## src/sv/fcwrb_pkg.sv

```systemverilog
// Shared constants, types and width helpers for the four-channel window ring buffer.
`timescale 1ns / 1ps

package fcwrb_pkg;

   localparam int CHANNEL_DEPTH = 16;
   localparam int SAMPLE_WIDTH  = 32;

   localparam int NUM_CHANNELS = 4;
   localparam int CH_W         = $clog2(NUM_CHANNELS);
   localparam int PTR_W        = (CHANNEL_DEPTH > 1) ? $clog2(CHANNEL_DEPTH) : 1;

   localparam int WORD_W = 32;
   localparam int CODE_W = 4;
   localparam int AGE_W  = 4;

   localparam int QUEUE_DEPTH = 2;
   localparam int QPTR_W      = (QUEUE_DEPTH > 1) ? $clog2(QUEUE_DEPTH) : 1;
   localparam int QCNT_W      = $clog2(QUEUE_DEPTH + 1);

   localparam logic [CODE_W-1:0] CODE_FIRST = CODE_W'(3);
   localparam logic [CODE_W-1:0] CODE_LAST  = CODE_W'(6);

   typedef enum logic {
      OP_PUSH = 1'b0,
      OP_READ = 1'b1
   } op_type;

   typedef struct packed {
      op_type                  op;
      logic [CH_W-1:0]         channel;
      logic [SAMPLE_WIDTH-1:0] sample;
   } cmd_type;

   // Zero-extend or truncate an incoming word to the stored sample width.
   function automatic logic [SAMPLE_WIDTH-1:0] fit_in(input logic [WORD_W-1:0] word);
      logic [SAMPLE_WIDTH-1:0] result;
      result = '0;
      for (int i = 0; i < SAMPLE_WIDTH; i++) begin
         if (i < WORD_W) begin
            result[i] = word[i];
         end
      end
      return result;
   endfunction

   // Low word of a stored sample, zero-filled if the sample is narrower.
   function automatic logic [WORD_W-1:0] fit_out(input logic [SAMPLE_WIDTH-1:0] sample);
      logic [WORD_W-1:0] result;
      result = '0;
      for (int i = 0; i < WORD_W; i++) begin
         if (i < SAMPLE_WIDTH) begin
            result[i] = sample[i];
         end
      end
      return result;
   endfunction

endpackage

```

## src/sv/four_channel_window_ring_buffer_unit.sv

```systemverilog
// Top level of the four-channel window ring buffer: front end, command queue and back end.
//
//   channel   ports                                            handshake
//   request   req_operation, req_channel_code, req_sample_bits start high, busy low
//   result    rsp_window_sample, rsp_sample_channel,           rsp_strobe, one cycle,
//             rsp_sample_age, rsp_last_of_window               no back-pressure
//
// A push holds the back end while its command is taken; a readout takes the command,
// then makes one store read per cycle over every entry of every channel, with each result
// registered in the next cycle. The single store read port sets the readout rate.
// Requests queue in a two-entry command queue; busy rises only while it is full. Reset
// clears the pointers and per-entry fill bits, so the block takes items right after reset.
`timescale 1ns / 1ps

module four_channel_window_ring_buffer_unit (
   input  logic                               clock,
   input  logic                               reset,
   input  logic                               start,
   output logic                               busy,
   input  logic                               req_operation,
   input  logic [fcwrb_pkg::CODE_W-1:0]       req_channel_code,
   input  logic [fcwrb_pkg::WORD_W-1:0]       req_sample_bits,
   output logic                               rsp_strobe,
   output logic [fcwrb_pkg::WORD_W-1:0]       rsp_window_sample,
   output logic [fcwrb_pkg::CH_W-1:0]         rsp_sample_channel,
   output logic [fcwrb_pkg::AGE_W-1:0]        rsp_sample_age,
   output logic                               rsp_last_of_window
);

   logic               q_valid;
   logic               q_pop;
   fcwrb_pkg::cmd_type q_cmd;

   fcwrb_front u_front (
      .clock            (clock),
      .reset            (reset),
      .start            (start),
      .busy             (busy),
      .req_operation    (req_operation),
      .req_channel_code (req_channel_code),
      .req_sample_bits  (req_sample_bits),
      .q_valid          (q_valid),
      .q_cmd            (q_cmd),
      .q_pop            (q_pop)
   );

   fcwrb_back u_back (
      .clock              (clock),
      .reset              (reset),
      .q_valid            (q_valid),
      .q_cmd              (q_cmd),
      .q_pop              (q_pop),
      .rsp_strobe         (rsp_strobe),
      .rsp_window_sample  (rsp_window_sample),
      .rsp_sample_channel (rsp_sample_channel),
      .rsp_sample_age     (rsp_sample_age),
      .rsp_last_of_window (rsp_last_of_window)
   );

endmodule

```

## src/sv/fcwrb_front.sv

```systemverilog
// Front end: accepts items, drops pushes with unknown sensor codes, queues commands for the back end.
`timescale 1ns / 1ps

module fcwrb_front (
   input  logic                               clock,
   input  logic                               reset,
   input  logic                               start,
   output logic                               busy,
   input  logic                               req_operation,
   input  logic [fcwrb_pkg::CODE_W-1:0]       req_channel_code,
   input  logic [fcwrb_pkg::WORD_W-1:0]       req_sample_bits,
   output logic                               q_valid,
   output fcwrb_pkg::cmd_type                 q_cmd,
   input  logic                               q_pop
);

   fcwrb_pkg::cmd_type                q_mem_ff [fcwrb_pkg::QUEUE_DEPTH];
   logic [fcwrb_pkg::QPTR_W-1:0]      q_wr_ff, q_wr_in;
   logic [fcwrb_pkg::QPTR_W-1:0]      q_rd_ff, q_rd_in;
   logic [fcwrb_pkg::QCNT_W-1:0]      q_count_ff, q_count_in;

   logic                              accept;
   logic                              keep;
   logic                              q_push;
   fcwrb_pkg::cmd_type                new_cmd;
   logic [fcwrb_pkg::CH_W-1:0]        code_offset;

   localparam logic [fcwrb_pkg::QPTR_W-1:0] QPTR_LAST =
      fcwrb_pkg::QPTR_W'(fcwrb_pkg::QUEUE_DEPTH - 1);
   localparam logic [fcwrb_pkg::QCNT_W-1:0] QCNT_FULL =
      fcwrb_pkg::QCNT_W'(fcwrb_pkg::QUEUE_DEPTH);

   assign busy   = (q_count_ff == QCNT_FULL);
   assign accept = start && !busy;

   // Classify: readouts always go through, pushes only with a known sensor code.
   assign code_offset = fcwrb_pkg::CH_W'(req_channel_code - fcwrb_pkg::CODE_FIRST);

   always_comb begin
      new_cmd.op      = fcwrb_pkg::op_type'(req_operation);
      new_cmd.channel = code_offset;
      new_cmd.sample  = fcwrb_pkg::fit_in(req_sample_bits);
      keep = (new_cmd.op == fcwrb_pkg::OP_READ) ||
             ((req_channel_code >= fcwrb_pkg::CODE_FIRST) &&
              (req_channel_code <= fcwrb_pkg::CODE_LAST));
   end

   assign q_push = accept && keep;

   always_comb begin
      q_wr_in    = q_wr_ff;
      q_rd_in    = q_rd_ff;
      q_count_in = q_count_ff;
      if (q_push) begin
         q_wr_in = (q_wr_ff == QPTR_LAST) ? '0 : q_wr_ff + 1'b1;
      end
      if (q_pop) begin
         q_rd_in = (q_rd_ff == QPTR_LAST) ? '0 : q_rd_ff + 1'b1;
      end
      if (q_push && !q_pop) begin
         q_count_in = q_count_ff + 1'b1;
      end else if (!q_push && q_pop) begin
         q_count_in = q_count_ff - 1'b1;
      end
   end

   always_ff @(posedge clock) begin
      if (reset) begin
         q_wr_ff    <= '0;
         q_rd_ff    <= '0;
         q_count_ff <= '0;
      end else begin
         q_wr_ff    <= q_wr_in;
         q_rd_ff    <= q_rd_in;
         q_count_ff <= q_count_in;
      end
   end

   always_ff @(posedge clock) begin
      if (q_push) begin
         q_mem_ff[q_wr_ff] <= new_cmd;
      end
   end

   assign q_valid = (q_count_ff != '0);
   assign q_cmd   = q_mem_ff[q_rd_ff];

`ifndef SYNTHESIS
   property count_bounded_p;
      @(posedge clock) disable iff (reset) q_count_ff <= QCNT_FULL;
   endproperty
   count_bounded_a: assert property (count_bounded_p)
      else $error("command queue count above depth");

   property pop_nonempty_p;
      @(posedge clock) disable iff (reset) q_pop |-> (q_count_ff != '0);
   endproperty
   pop_nonempty_a: assert property (pop_nonempty_p)
      else $error("command queue popped while empty");

   property pop_drains_p;
      @(posedge clock) disable iff (reset)
         (q_pop && !q_push) |=> (q_count_ff == $past(q_count_ff - fcwrb_pkg::QCNT_W'(1)));
   endproperty
   pop_drains_a: assert property (pop_drains_p)
      else $error("command queue count did not drop on pop");
`endif

endmodule

```

## src/sv/fcwrb_back.sv

```systemverilog
// Back end: executes pushes into the sample store and sequences window readouts.
`timescale 1ns / 1ps

module fcwrb_back (
   input  logic                               clock,
   input  logic                               reset,
   input  logic                               q_valid,
   input  fcwrb_pkg::cmd_type                 q_cmd,
   output logic                               q_pop,
   output logic                               rsp_strobe,
   output logic [fcwrb_pkg::WORD_W-1:0]       rsp_window_sample,
   output logic [fcwrb_pkg::CH_W-1:0]         rsp_sample_channel,
   output logic [fcwrb_pkg::AGE_W-1:0]        rsp_sample_age,
   output logic                               rsp_last_of_window
);

   typedef enum logic [1:0] {
      ST_IDLE = 2'b01,
      ST_READ = 2'b10
   } back_state_type;

   localparam int PW = fcwrb_pkg::PTR_W;
   localparam logic [PW-1:0] PTR_LAST   = PW'(fcwrb_pkg::CHANNEL_DEPTH - 1);
   localparam logic [PW:0]   DEPTH_WIDE = (PW + 1)'(fcwrb_pkg::CHANNEL_DEPTH);
   localparam logic [fcwrb_pkg::CH_W-1:0] CH_LAST = fcwrb_pkg::CH_W'(fcwrb_pkg::NUM_CHANNELS - 1);

   back_state_type state_ff, state_in;

   logic [fcwrb_pkg::NUM_CHANNELS-1:0][PW-1:0]                      ptr_ff, ptr_in;
   logic [fcwrb_pkg::NUM_CHANNELS-1:0][fcwrb_pkg::CHANNEL_DEPTH-1:0] fill_ff, fill_in;
   logic [fcwrb_pkg::SAMPLE_WIDTH-1:0] mem_ff [fcwrb_pkg::NUM_CHANNELS][fcwrb_pkg::CHANNEL_DEPTH];

   logic [fcwrb_pkg::CH_W-1:0] ch_ff, ch_in;
   logic [PW-1:0]              age_ff, age_in;

   logic [fcwrb_pkg::SAMPLE_WIDTH-1:0] rd_data_ff;
   logic                               rd_fill_ff;
   logic                               rsp_strobe_ff, rsp_strobe_in;
   logic [fcwrb_pkg::CH_W-1:0]         rsp_ch_ff;
   logic [PW-1:0]                      rsp_age_ff;
   logic                               rsp_last_ff;

   logic          do_write;
   logic          reading;
   logic          issue_last;
   logic [PW:0]   slot_sum;
   logic [PW-1:0] slot;
   logic [PW-1:0] wr_slot;

   assign q_pop    = (state_ff == ST_IDLE) && q_valid;
   assign do_write = q_pop && (q_cmd.op == fcwrb_pkg::OP_PUSH);
   assign reading  = (state_ff == ST_READ);
   assign wr_slot  = ptr_ff[q_cmd.channel];

   assign issue_last = (age_ff == PTR_LAST) && (ch_ff == CH_LAST);

   // Slot of the current age: oldest pointer plus age, wrapped once.
   always_comb begin
      slot_sum = {1'b0, ptr_ff[ch_ff]} + {1'b0, age_ff};
      if (slot_sum >= DEPTH_WIDE) begin
         slot_sum = slot_sum - DEPTH_WIDE;
      end
      slot = slot_sum[PW-1:0];
   end

   always_comb begin
      state_in = state_ff;
      ch_in    = ch_ff;
      age_in   = age_ff;
      ptr_in   = ptr_ff;
      fill_in  = fill_ff;
      case (state_ff)
         ST_IDLE: begin
            if (do_write) begin
               fill_in[q_cmd.channel][wr_slot] = 1'b1;
               ptr_in[q_cmd.channel] = (wr_slot == PTR_LAST) ? '0 : wr_slot + 1'b1;
            end else if (q_pop) begin
               state_in = ST_READ;
               ch_in    = '0;
               age_in   = '0;
            end
         end
         ST_READ: begin
            // Advance channel first, then age; leave after the newest entry of channel 3.
            if (ch_ff == CH_LAST) begin
               ch_in  = '0;
               age_in = (age_ff == PTR_LAST) ? '0 : age_ff + 1'b1;
            end else begin
               ch_in = ch_ff + 1'b1;
            end
            if (issue_last) begin
               state_in = ST_IDLE;
            end
         end
         default: begin
            state_in = ST_IDLE;
         end
      endcase
   end

   assign rsp_strobe_in = reading;

   always_ff @(posedge clock) begin
      if (reset) begin
         state_ff      <= ST_IDLE;
         ch_ff         <= '0;
         age_ff        <= '0;
         ptr_ff        <= '0;
         fill_ff       <= '0;
         rsp_strobe_ff <= 1'b0;
      end else begin
         state_ff      <= state_in;
         ch_ff         <= ch_in;
         age_ff        <= age_in;
         ptr_ff        <= ptr_in;
         fill_ff       <= fill_in;
         rsp_strobe_ff <= rsp_strobe_in;
      end
   end

   always_ff @(posedge clock) begin
      if (do_write) begin
         mem_ff[q_cmd.channel][wr_slot] <= q_cmd.sample;
      end
   end

   always_ff @(posedge clock) begin
      if (reading) begin
         rd_data_ff  <= mem_ff[ch_ff][slot];
         rd_fill_ff  <= fill_ff[ch_ff][slot];
         rsp_ch_ff   <= ch_ff;
         rsp_age_ff  <= age_ff;
         rsp_last_ff <= issue_last;
      end
   end

   // Entries never pushed read as the zero fill value.
   assign rsp_strobe         = rsp_strobe_ff;
   assign rsp_window_sample  = rd_fill_ff ? fcwrb_pkg::fit_out(rd_data_ff) : '0;
   assign rsp_sample_channel = rsp_ch_ff;
   assign rsp_sample_age     = fcwrb_pkg::AGE_W'(rsp_age_ff);
   assign rsp_last_of_window = rsp_last_ff;

`ifndef SYNTHESIS
   property strobe_from_read_p;
      @(posedge clock) disable iff (reset) rsp_strobe_ff |-> $past(state_ff == ST_READ);
   endproperty
   strobe_from_read_a: assert property (strobe_from_read_p)
      else $error("result strobe without a readout cycle");

   property last_ends_read_p;
      @(posedge clock) disable iff (reset)
         (reading && issue_last) |=> (state_ff == ST_IDLE && rsp_strobe_ff && rsp_last_ff);
   endproperty
   last_ends_read_a: assert property (last_ends_read_p)
      else $error("readout did not close with a flagged last item");

   property read_holds_state_p;
      @(posedge clock) disable iff (reset)
         reading |=> ($stable(ptr_ff) && $stable(fill_ff));
   endproperty
   read_holds_state_a: assert property (read_holds_state_p)
      else $error("window state changed during readout");
`endif

endmodule

```

## config.mk

```make
export PLATFORM = sky130hd
export DESIGN_NAME = four_channel_window_ring_buffer_unit
export DESIGN_NICKNAME = d
export VERILOG_FILES = /design/src/sv/fcwrb_pkg.sv /design/src/sv/four_channel_window_ring_buffer_unit.sv /design/src/sv/fcwrb_front.sv /design/src/sv/fcwrb_back.sv
export SDC_FILE = /design/constraint.sdc
export NUM_CORES = 2
export LEC_CHECK = 0
export BUFFER_PORTS_ARGS = -buffer_cell sky130_fd_sc_hd__clkbuf_2
export CAP_MARGIN = 20
export CORE_MARGIN = 5
export CORE_UTILIZATION = 60
export CTS_BUF_LIST = sky130_fd_sc_hd__clkbuf_4 sky130_fd_sc_hd__clkbuf_8 sky130_fd_sc_hd__clkbuf_16
export DETAILED_ROUTE_END_ITERATION = 10
export GPL_TIMING_DRIVEN = 1
export PLACE_DENSITY = 0.76
export SYNTH_ARGS = -nofsm -noshare
export SYNTH_HDL_FRONTEND = slang
export SYNTH_SLANG_ARGS = --single-unit
```

## constraint.sdc

```tcl
create_clock -name clock -period 8.25 [get_ports clock]
set_clock_uncertainty 0.1 [all_clocks]
set_input_delay 0.825 -clock clock [delete_from_list [all_inputs] [get_ports clock]]
set_output_delay 0.825 -clock clock [all_outputs]
set_load 0.02 [all_outputs]
```

# --- Word level (Yosys, flattened, before mapping) ---
# Memory sizes are Yosys's and may differ from the RTL's. A register that Yosys moved wholly into a read port is not among the register bits.
# Cells that the tools add are included.
op_classes:
  n_addsub: 10
  order_cmp: 12
  n_eq_ne: 10
  mux: 48
  bitwise: 4
  reduce_logical: 22
op_table:
  columns: ["cell", "count"]
  rows:
  - ["$mux 512", 1]
  - ["$bmux 32 s4", 1]
  - ["$demux 32 s4", 1]
  - ["$mux 32", 4]
  - ["$or 64x64->64", 1]
  - ["$mux 4", 9]
  - ["$bmux 16 s2", 1]
  - ["$demux 16 s2", 1]
  - ["$mux 16", 2]
  - ["$mux 2", 10]
  - ["$bmux 4 s2", 2]
  - ["$bwmux 16", 1]
  - ["$ge 5x5->1 const B", 3]
  - ["$logic_and 1x1->1", 11]
  - ["$lt 4x5->1 const B", 2]
  - ["$not 4->5", 2]
  - ["$mux 1", 9]
  - ["$add 4x1->4 const B", 2]
  - ["$demux 4 s2", 1]
  - ["$eq 4x4->1 const B", 2]
  - ["$pmux 2 s2", 2]
  - ["$pmux 4 s2", 1]
  - ["$eq 2x2->1 const B", 3]
  - ["$lt 2x3->1 const B", 2]
  - ["23 further kinds", 32]
totals:
  register_bits: 133
  ramBits: 2118
  in_bits: 40
  output_inout_bits: 41
  memories: 2
memory_table:
  columns: ["memory", "depth", "word_bits", "rd", "rd_ports_with_merged_regs", "write_ports", "line_no", "rtl"]
  rows:
  - ["u_back.mem_ff", 4, 512, 1, 1, 1, "fcwrb_back.sv:31", "logic [fcwrb_pkg::SAMPLE_WIDTH-1:0] mem_ff [fcwrb_pkg::NUM_CHANNELS][fcwrb_pkg::CHANNEL_DEPTH];"]
  - ["u_front.q_mem_ff", 2, 35, 1, 1, 1, "fcwrb_front.sv:17", "fcwrb_pkg::cmd_type q_mem_ff [fcwrb_pkg::QUEUE_DEPTH];"]

# --- Longest topological paths before layout ---
logic_depth:
  depth_word: 9
  ltp_mapped: 13

# --- By module ---
# From an unflattened synthesis, not the netlist that was laid out.
unflattened:
  hier_cells: 4064
  hier_area_um2: 86311.5
modules_own_cells:
  columns: ["mod", "n_inst", "cells_each", "area_each_um2"]
  rows:
  - ["fcwrb_back", 1, 3921, 83482.6]
  - ["fcwrb_front", 1, 143, 2829.0]

# --- Least setup slack after synthesis ---
# No wires, ideal clock.
synth_timing:
  path_kind: "register to register"
  start: "reg with a tool-made name"
  end: "mem u_back.mem_ff[1][0] (netlist name) (enable)"
  arrival_ns: 4.077
  setup_slack_ns: 3.612
  stages_incl_launch_ff: 9
  period_less_slack_ns: 4.638
  path_cell_list: "dfxtp_1 -> buf_6 -> mux2_4 -> buf_6 -> mux4_2 -> clkbuf_1 -> nor2_1 -> nand2_1 -> nor3_1"
synth_lines:
  columns: ["item", "line_no"]
  rows:
  - ["to (decl)", "fcwrb_back.sv:31"]

# --- Worst setup path in the final report ---
layout_timing:
  start: "reg u_back.ch_ff[0] (netlist name)"
  end: "reg u_back.rd_data_ff[21] (netlist name) (data pin)"
layout_between:
  elab_chain_len: 9
  word_cells_on_any_way: 10
  cone_classes: "add/sub: 2; order compare: 1; mux: 6; bitwise: 1"
layout_rtl:
  columns: ["item", "line_no", "rtl"]
  rows:
  - ["from (decl)", "fcwrb_back.sv:33", "logic [fcwrb_pkg::CH_W-1:0] ch_ff, ch_in;"]
  - ["from (signal assigned)", "fcwrb_back.sv:113", "ch_ff <= ch_in;"]
  - ["$bmux 4 s2 *", "fcwrb_back.sv:59", "slot_sum = {1'b0, ptr_ff[ch_ff]} + {1'b0, age_ff};"]
  - ["$mux 4 (implied by the code) *", "fcwrb_back.sv:59", null]
  - ["$add 4x4->5 *", "fcwrb_back.sv:59", null]
  - ["$sub 4x1->4 or $ge 5x5->1 (tied branches)", "fcwrb_back.sv:61, fcwrb_back.sv:60", null]
  - ["$mux 4 *", "fcwrb_back.sv:60", "if (slot_sum >= DEPTH_WIDE) begin"]
  - ["$not 4->5 (implied by the code) *", "fcwrb_back.sv:129", "rd_data_ff <= mem_ff[ch_ff][slot];"]
  - ["$bmux 32 s4 *", "fcwrb_back.sv:129", null]
  - ["$mux 32 (implied by the code) * (2 in a row)", "fcwrb_back.sv:129", null]
  - ["to (signal assigned)", "fcwrb_back.sv:129", null]
  - ["to (decl)", "fcwrb_back.sv:36", "logic [fcwrb_pkg::SAMPLE_WIDTH-1:0] rd_data_ff;"]
# Every way passes the cells marked *; elsewhere a longest branch is shown, timed or not. The select of a mux whose other input is x is not followed.
# A chain may end at the register's enable or synchronous reset.

==> results.cfg <==
[grt]
overflow = 0
top_usage_layer = met2
grt_use_total_pct = 29.1
use_met3_pct = 5.83
grt_first_pass_wirelength_um = 313000
use_met1_pct = 40.1
grt_pass1_vias = 44100
use_met2_pct = 46.1
antenna_found_initial = 2
grt_max_degree = 114

[timing]
finalSetupViolations = 0
post-route-min-period_ns = 5.38
drv_slew = 0
max_freq_mhz = 186
rsz0062_at_grt = false
holdWs_ns = 0.0828
fin_crit_sh_pct = 65.2
maxSlewHeadroom_pct = 24.3
finalHoldViolations = 0
worst_pin_slew_ns = 1.13
fin_setup_tns_ns = 0

[routing]
drc = 0
firstDrtPassIters = 5
wl_um = 218000
route.vias.total = 43000
wl_per_cell_um = 35.6
viasPerCell = 7.03
drtAntennaViolNets = 0
drt_iter0_drc = 6807

[clock_tree]
ctsHoldBuffers = 0
cts_setup_buffers = 0
clk-insertion-delay-late_ns = 0.83
htree_levels = 4
cts_buffer_depth = 3
clockRootBuffer = clkbuf_16
cts_made_buffers = 210
cts-resized-gates = 0
cts_tree = built
cts_sinks = 2254
clk_pin_slew_worst_paths_ns = 0.06

[hold_path]
whs_path_depth = 1
min_path_type = in -> reg
min_from = req_sample_bits[27]
min_to = u_front.q_mem_ff[1][27]$_DFFE_PP_

[floorplan]
io_pins = 81
die_h_um = 388
dieArea_um2 = 151000
core_area_um2 = 142000
start_util_pct = 60.5
rows = 138
die_x_um = 388

[pwr]
leakage_uw = 0.0297
switching_share_pct = 23.0
p_int_uw = 19900
p_per_area_nw_per_um2 = 267
peakVddDrop_mv = 0.224
pwr-share-comb_pct = 9.9
pwr-share-clk_pct = 38.4
p_sw_uw = 5970
p_seq_share_pct = 51.6

[yosys]
synth_edf_count = 2158
ys_types = 53
synth_cells = 3835
synth.net_count = 3890
ys_ff_latch = 2254
yosysWarnings = 0
synthesis.area_um2 = 85900
synth_ff_type = edfxtp_1
ys_seq_area_share_pct = 77.7
syn_avg_cell_area_um2 = 22.4
async_flop_share_pct = 0

[cells_and_area]
final_common_cell = edfxtp_1
layout.nets = 4101
drive_gt1_share_pct = 30.8
most-common-layout-cells = edfxtp_1 (2158), mux4_2 (599), clkbuf_16 (218)
syn_to_final_growth_pct = 12.9
antenna_cells = 0
fillCellCount = 8349

[critical_path]
critPathArrivalTime_ns = 5.81
reg2reg_depth = 10
cp.required_ns = 8.68
critPathCaptureType = flop
worstSetupPathType = reg -> reg
rrSetupSlack_ns = 2.87
start_kind = flop
rr_endpoint = u_back.rd_data_ff[21]$_DFFE_PP_
crit_fanout = 24
regToRegStartpoint = u_back.ch_ff[0]$_SDFFE_PP0P_

[run]
maxCapViolCount = 0

[outcome]
status = completed

[placed_design]
io_buffers = 80
dp_hpwl_um = 109000
routabilityCongestion = 0.797
worst max-delay path by stage:
stage                                       from                         endpoint  slack (ns)  depth (start not counted)
floorplan                                   flop    u_back.mem_ff[1][0]$_DFFE_PP_        3.61                          8
global placement    u_back.ch_ff[0]$_SDFFE_PP0P_  u_back.rd_data_ff[21]$_DFFE_PP_        2.80                          8
detailed placement  u_back.ch_ff[0]$_SDFFE_PP0P_  u_back.rd_data_ff[21]$_DFFE_PP_        3.06                         10
CTS                 u_back.ch_ff[0]$_SDFFE_PP0P_  u_back.rd_data_ff[21]$_DFFE_PP_        2.95                         10
global route        u_back.ch_ff[0]$_SDFFE_PP0P_  u_back.rd_data_ff[21]$_DFFE_PP_        2.78                         10
finish              u_back.ch_ff[0]$_SDFFE_PP0P_  u_back.rd_data_ff[21]$_DFFE_PP_        2.87                         10
registers in the layout, indices dropped and copies added, names as in the netlist, named ones only:
register                   flops
u_back.rsp_strobe              1
u_back.rd_fill_ff              1
u_back.rsp_sample_channel      2
u_back.rd_data_ff             32
u_back.state_ff                2
u_front.q_wr_ff                1
u_back.rsp_last_of_window      1
u_back.fill_ff                64
u_back.ptr_ff                 16
u_front.q_mem_ff              70
u_back.age_ff                  4
u_front.q_count_ff             2
u_front.q_rd_ff                1
u_back.rsp_sample_age          4
u_back.mem_ff               2048
u_back.ch_ff                   2
critical path, cell delays in order, from the launching register on:
cell     delay, ns
dfxtp_1       0.77
mux4_2        0.64
ha_4          0.19
fa_2          1.18
buf_4         0.48
nand2_1       0.12
buf_4         0.32
o22ai_1       0.23
nor3_1        0.07
nor3_1        0.82
a21oi_1       0.11
stage by stage:
| step | setup slack (ns) | utilization, % | total power, uW | cells | instance area, um2 |
|---|---|---|---|---|---|
| floorplan | 3.61 | - | 15100 | 3835 | 85900 |
| global placement | 2.80 | 62.8 | 15900 | 5693 | 89200 |
| detailed placement | 3.06 | 62.9 | 16000 | 5697 | 89300 |
| CTS | 2.95 | 68.0 | 25900 | 6090 | 96400 |
| global route | 2.78 | 68.3 | 26700 | 6117 | 97000 |
| finish | 2.87 | 68.3 | 25900 | 6117 | 97000 |
cell usage after synthesis, drive strengths merged (5+ instances only):
master	count	share of area (%)
clkbuf	134	0.59
buf	82	0.51
o22ai	53	0.39
a211oi	5	0.044
mux2i	52	0.61
a22oi	68	0.59
nand3	18	0.10
nand2	57	0.25
a31oi	16	0.12
nor2b	8	0.058
ha	14	0.20
dfxtp	96	2.2
and2	35	0.25
a21oi	99	0.58
mux2	37	0.49
edfxtp	2158	75
o21ai	7	0.041
o21ba	16	0.19
nor3	62	0.36
a311oi	8	0.082
inv	19	0.083
mux4	599	16
nor2	145	0.64
or3	6	0.055
metal layers:
| layer | vias to the layer above | routed length [um] | part of all wire (%) |
|---|---|---|---|
| li1 | 16600 | - | - |
| met1 | 22500 | 76400 | 35 |
| met2 | 3330 | 106000 | 49 |
| met3 | 569 | 23800 | 11 |
| met4 | 2 | 11300 | 5.2 |
| met5 | - | 13 | 0.0060 |
final cells by class:
cell class              instances  area [um2]  area share, %
flip-flops and latches       2254       66700           68.8
multi-input cells            1346       18800           19.3
clock buffers                 269        5870           6.05
well taps                    1890        2360           2.44
repair buffers                215        1920           1.98
clock inverters               124        1280           1.32
inverters                      19        71.3         0.0735
power by group through the flow:
stage	Clock, uW	Combinational (uW)	Sequential (uW)
2_1_floorplan	0	1520	13600
4_1_cts	10000	2410	13400
3_5_place_dp	0	2380	13600
5_1_grt	10600	2700	13400
3_3_place_gp	0	2310	13600
6_report	9950	2570	13400
cells by family after synthesis:
logic type	share of synthesized area, %
fa+ha+maj	0.227
buf+inv	1.18
flops	77.7
compound gates	2.22
mux	16.8
simple gates	1.81
xor+xnor	0.106
Note: power is estimated with default switching activity, not from simulation.
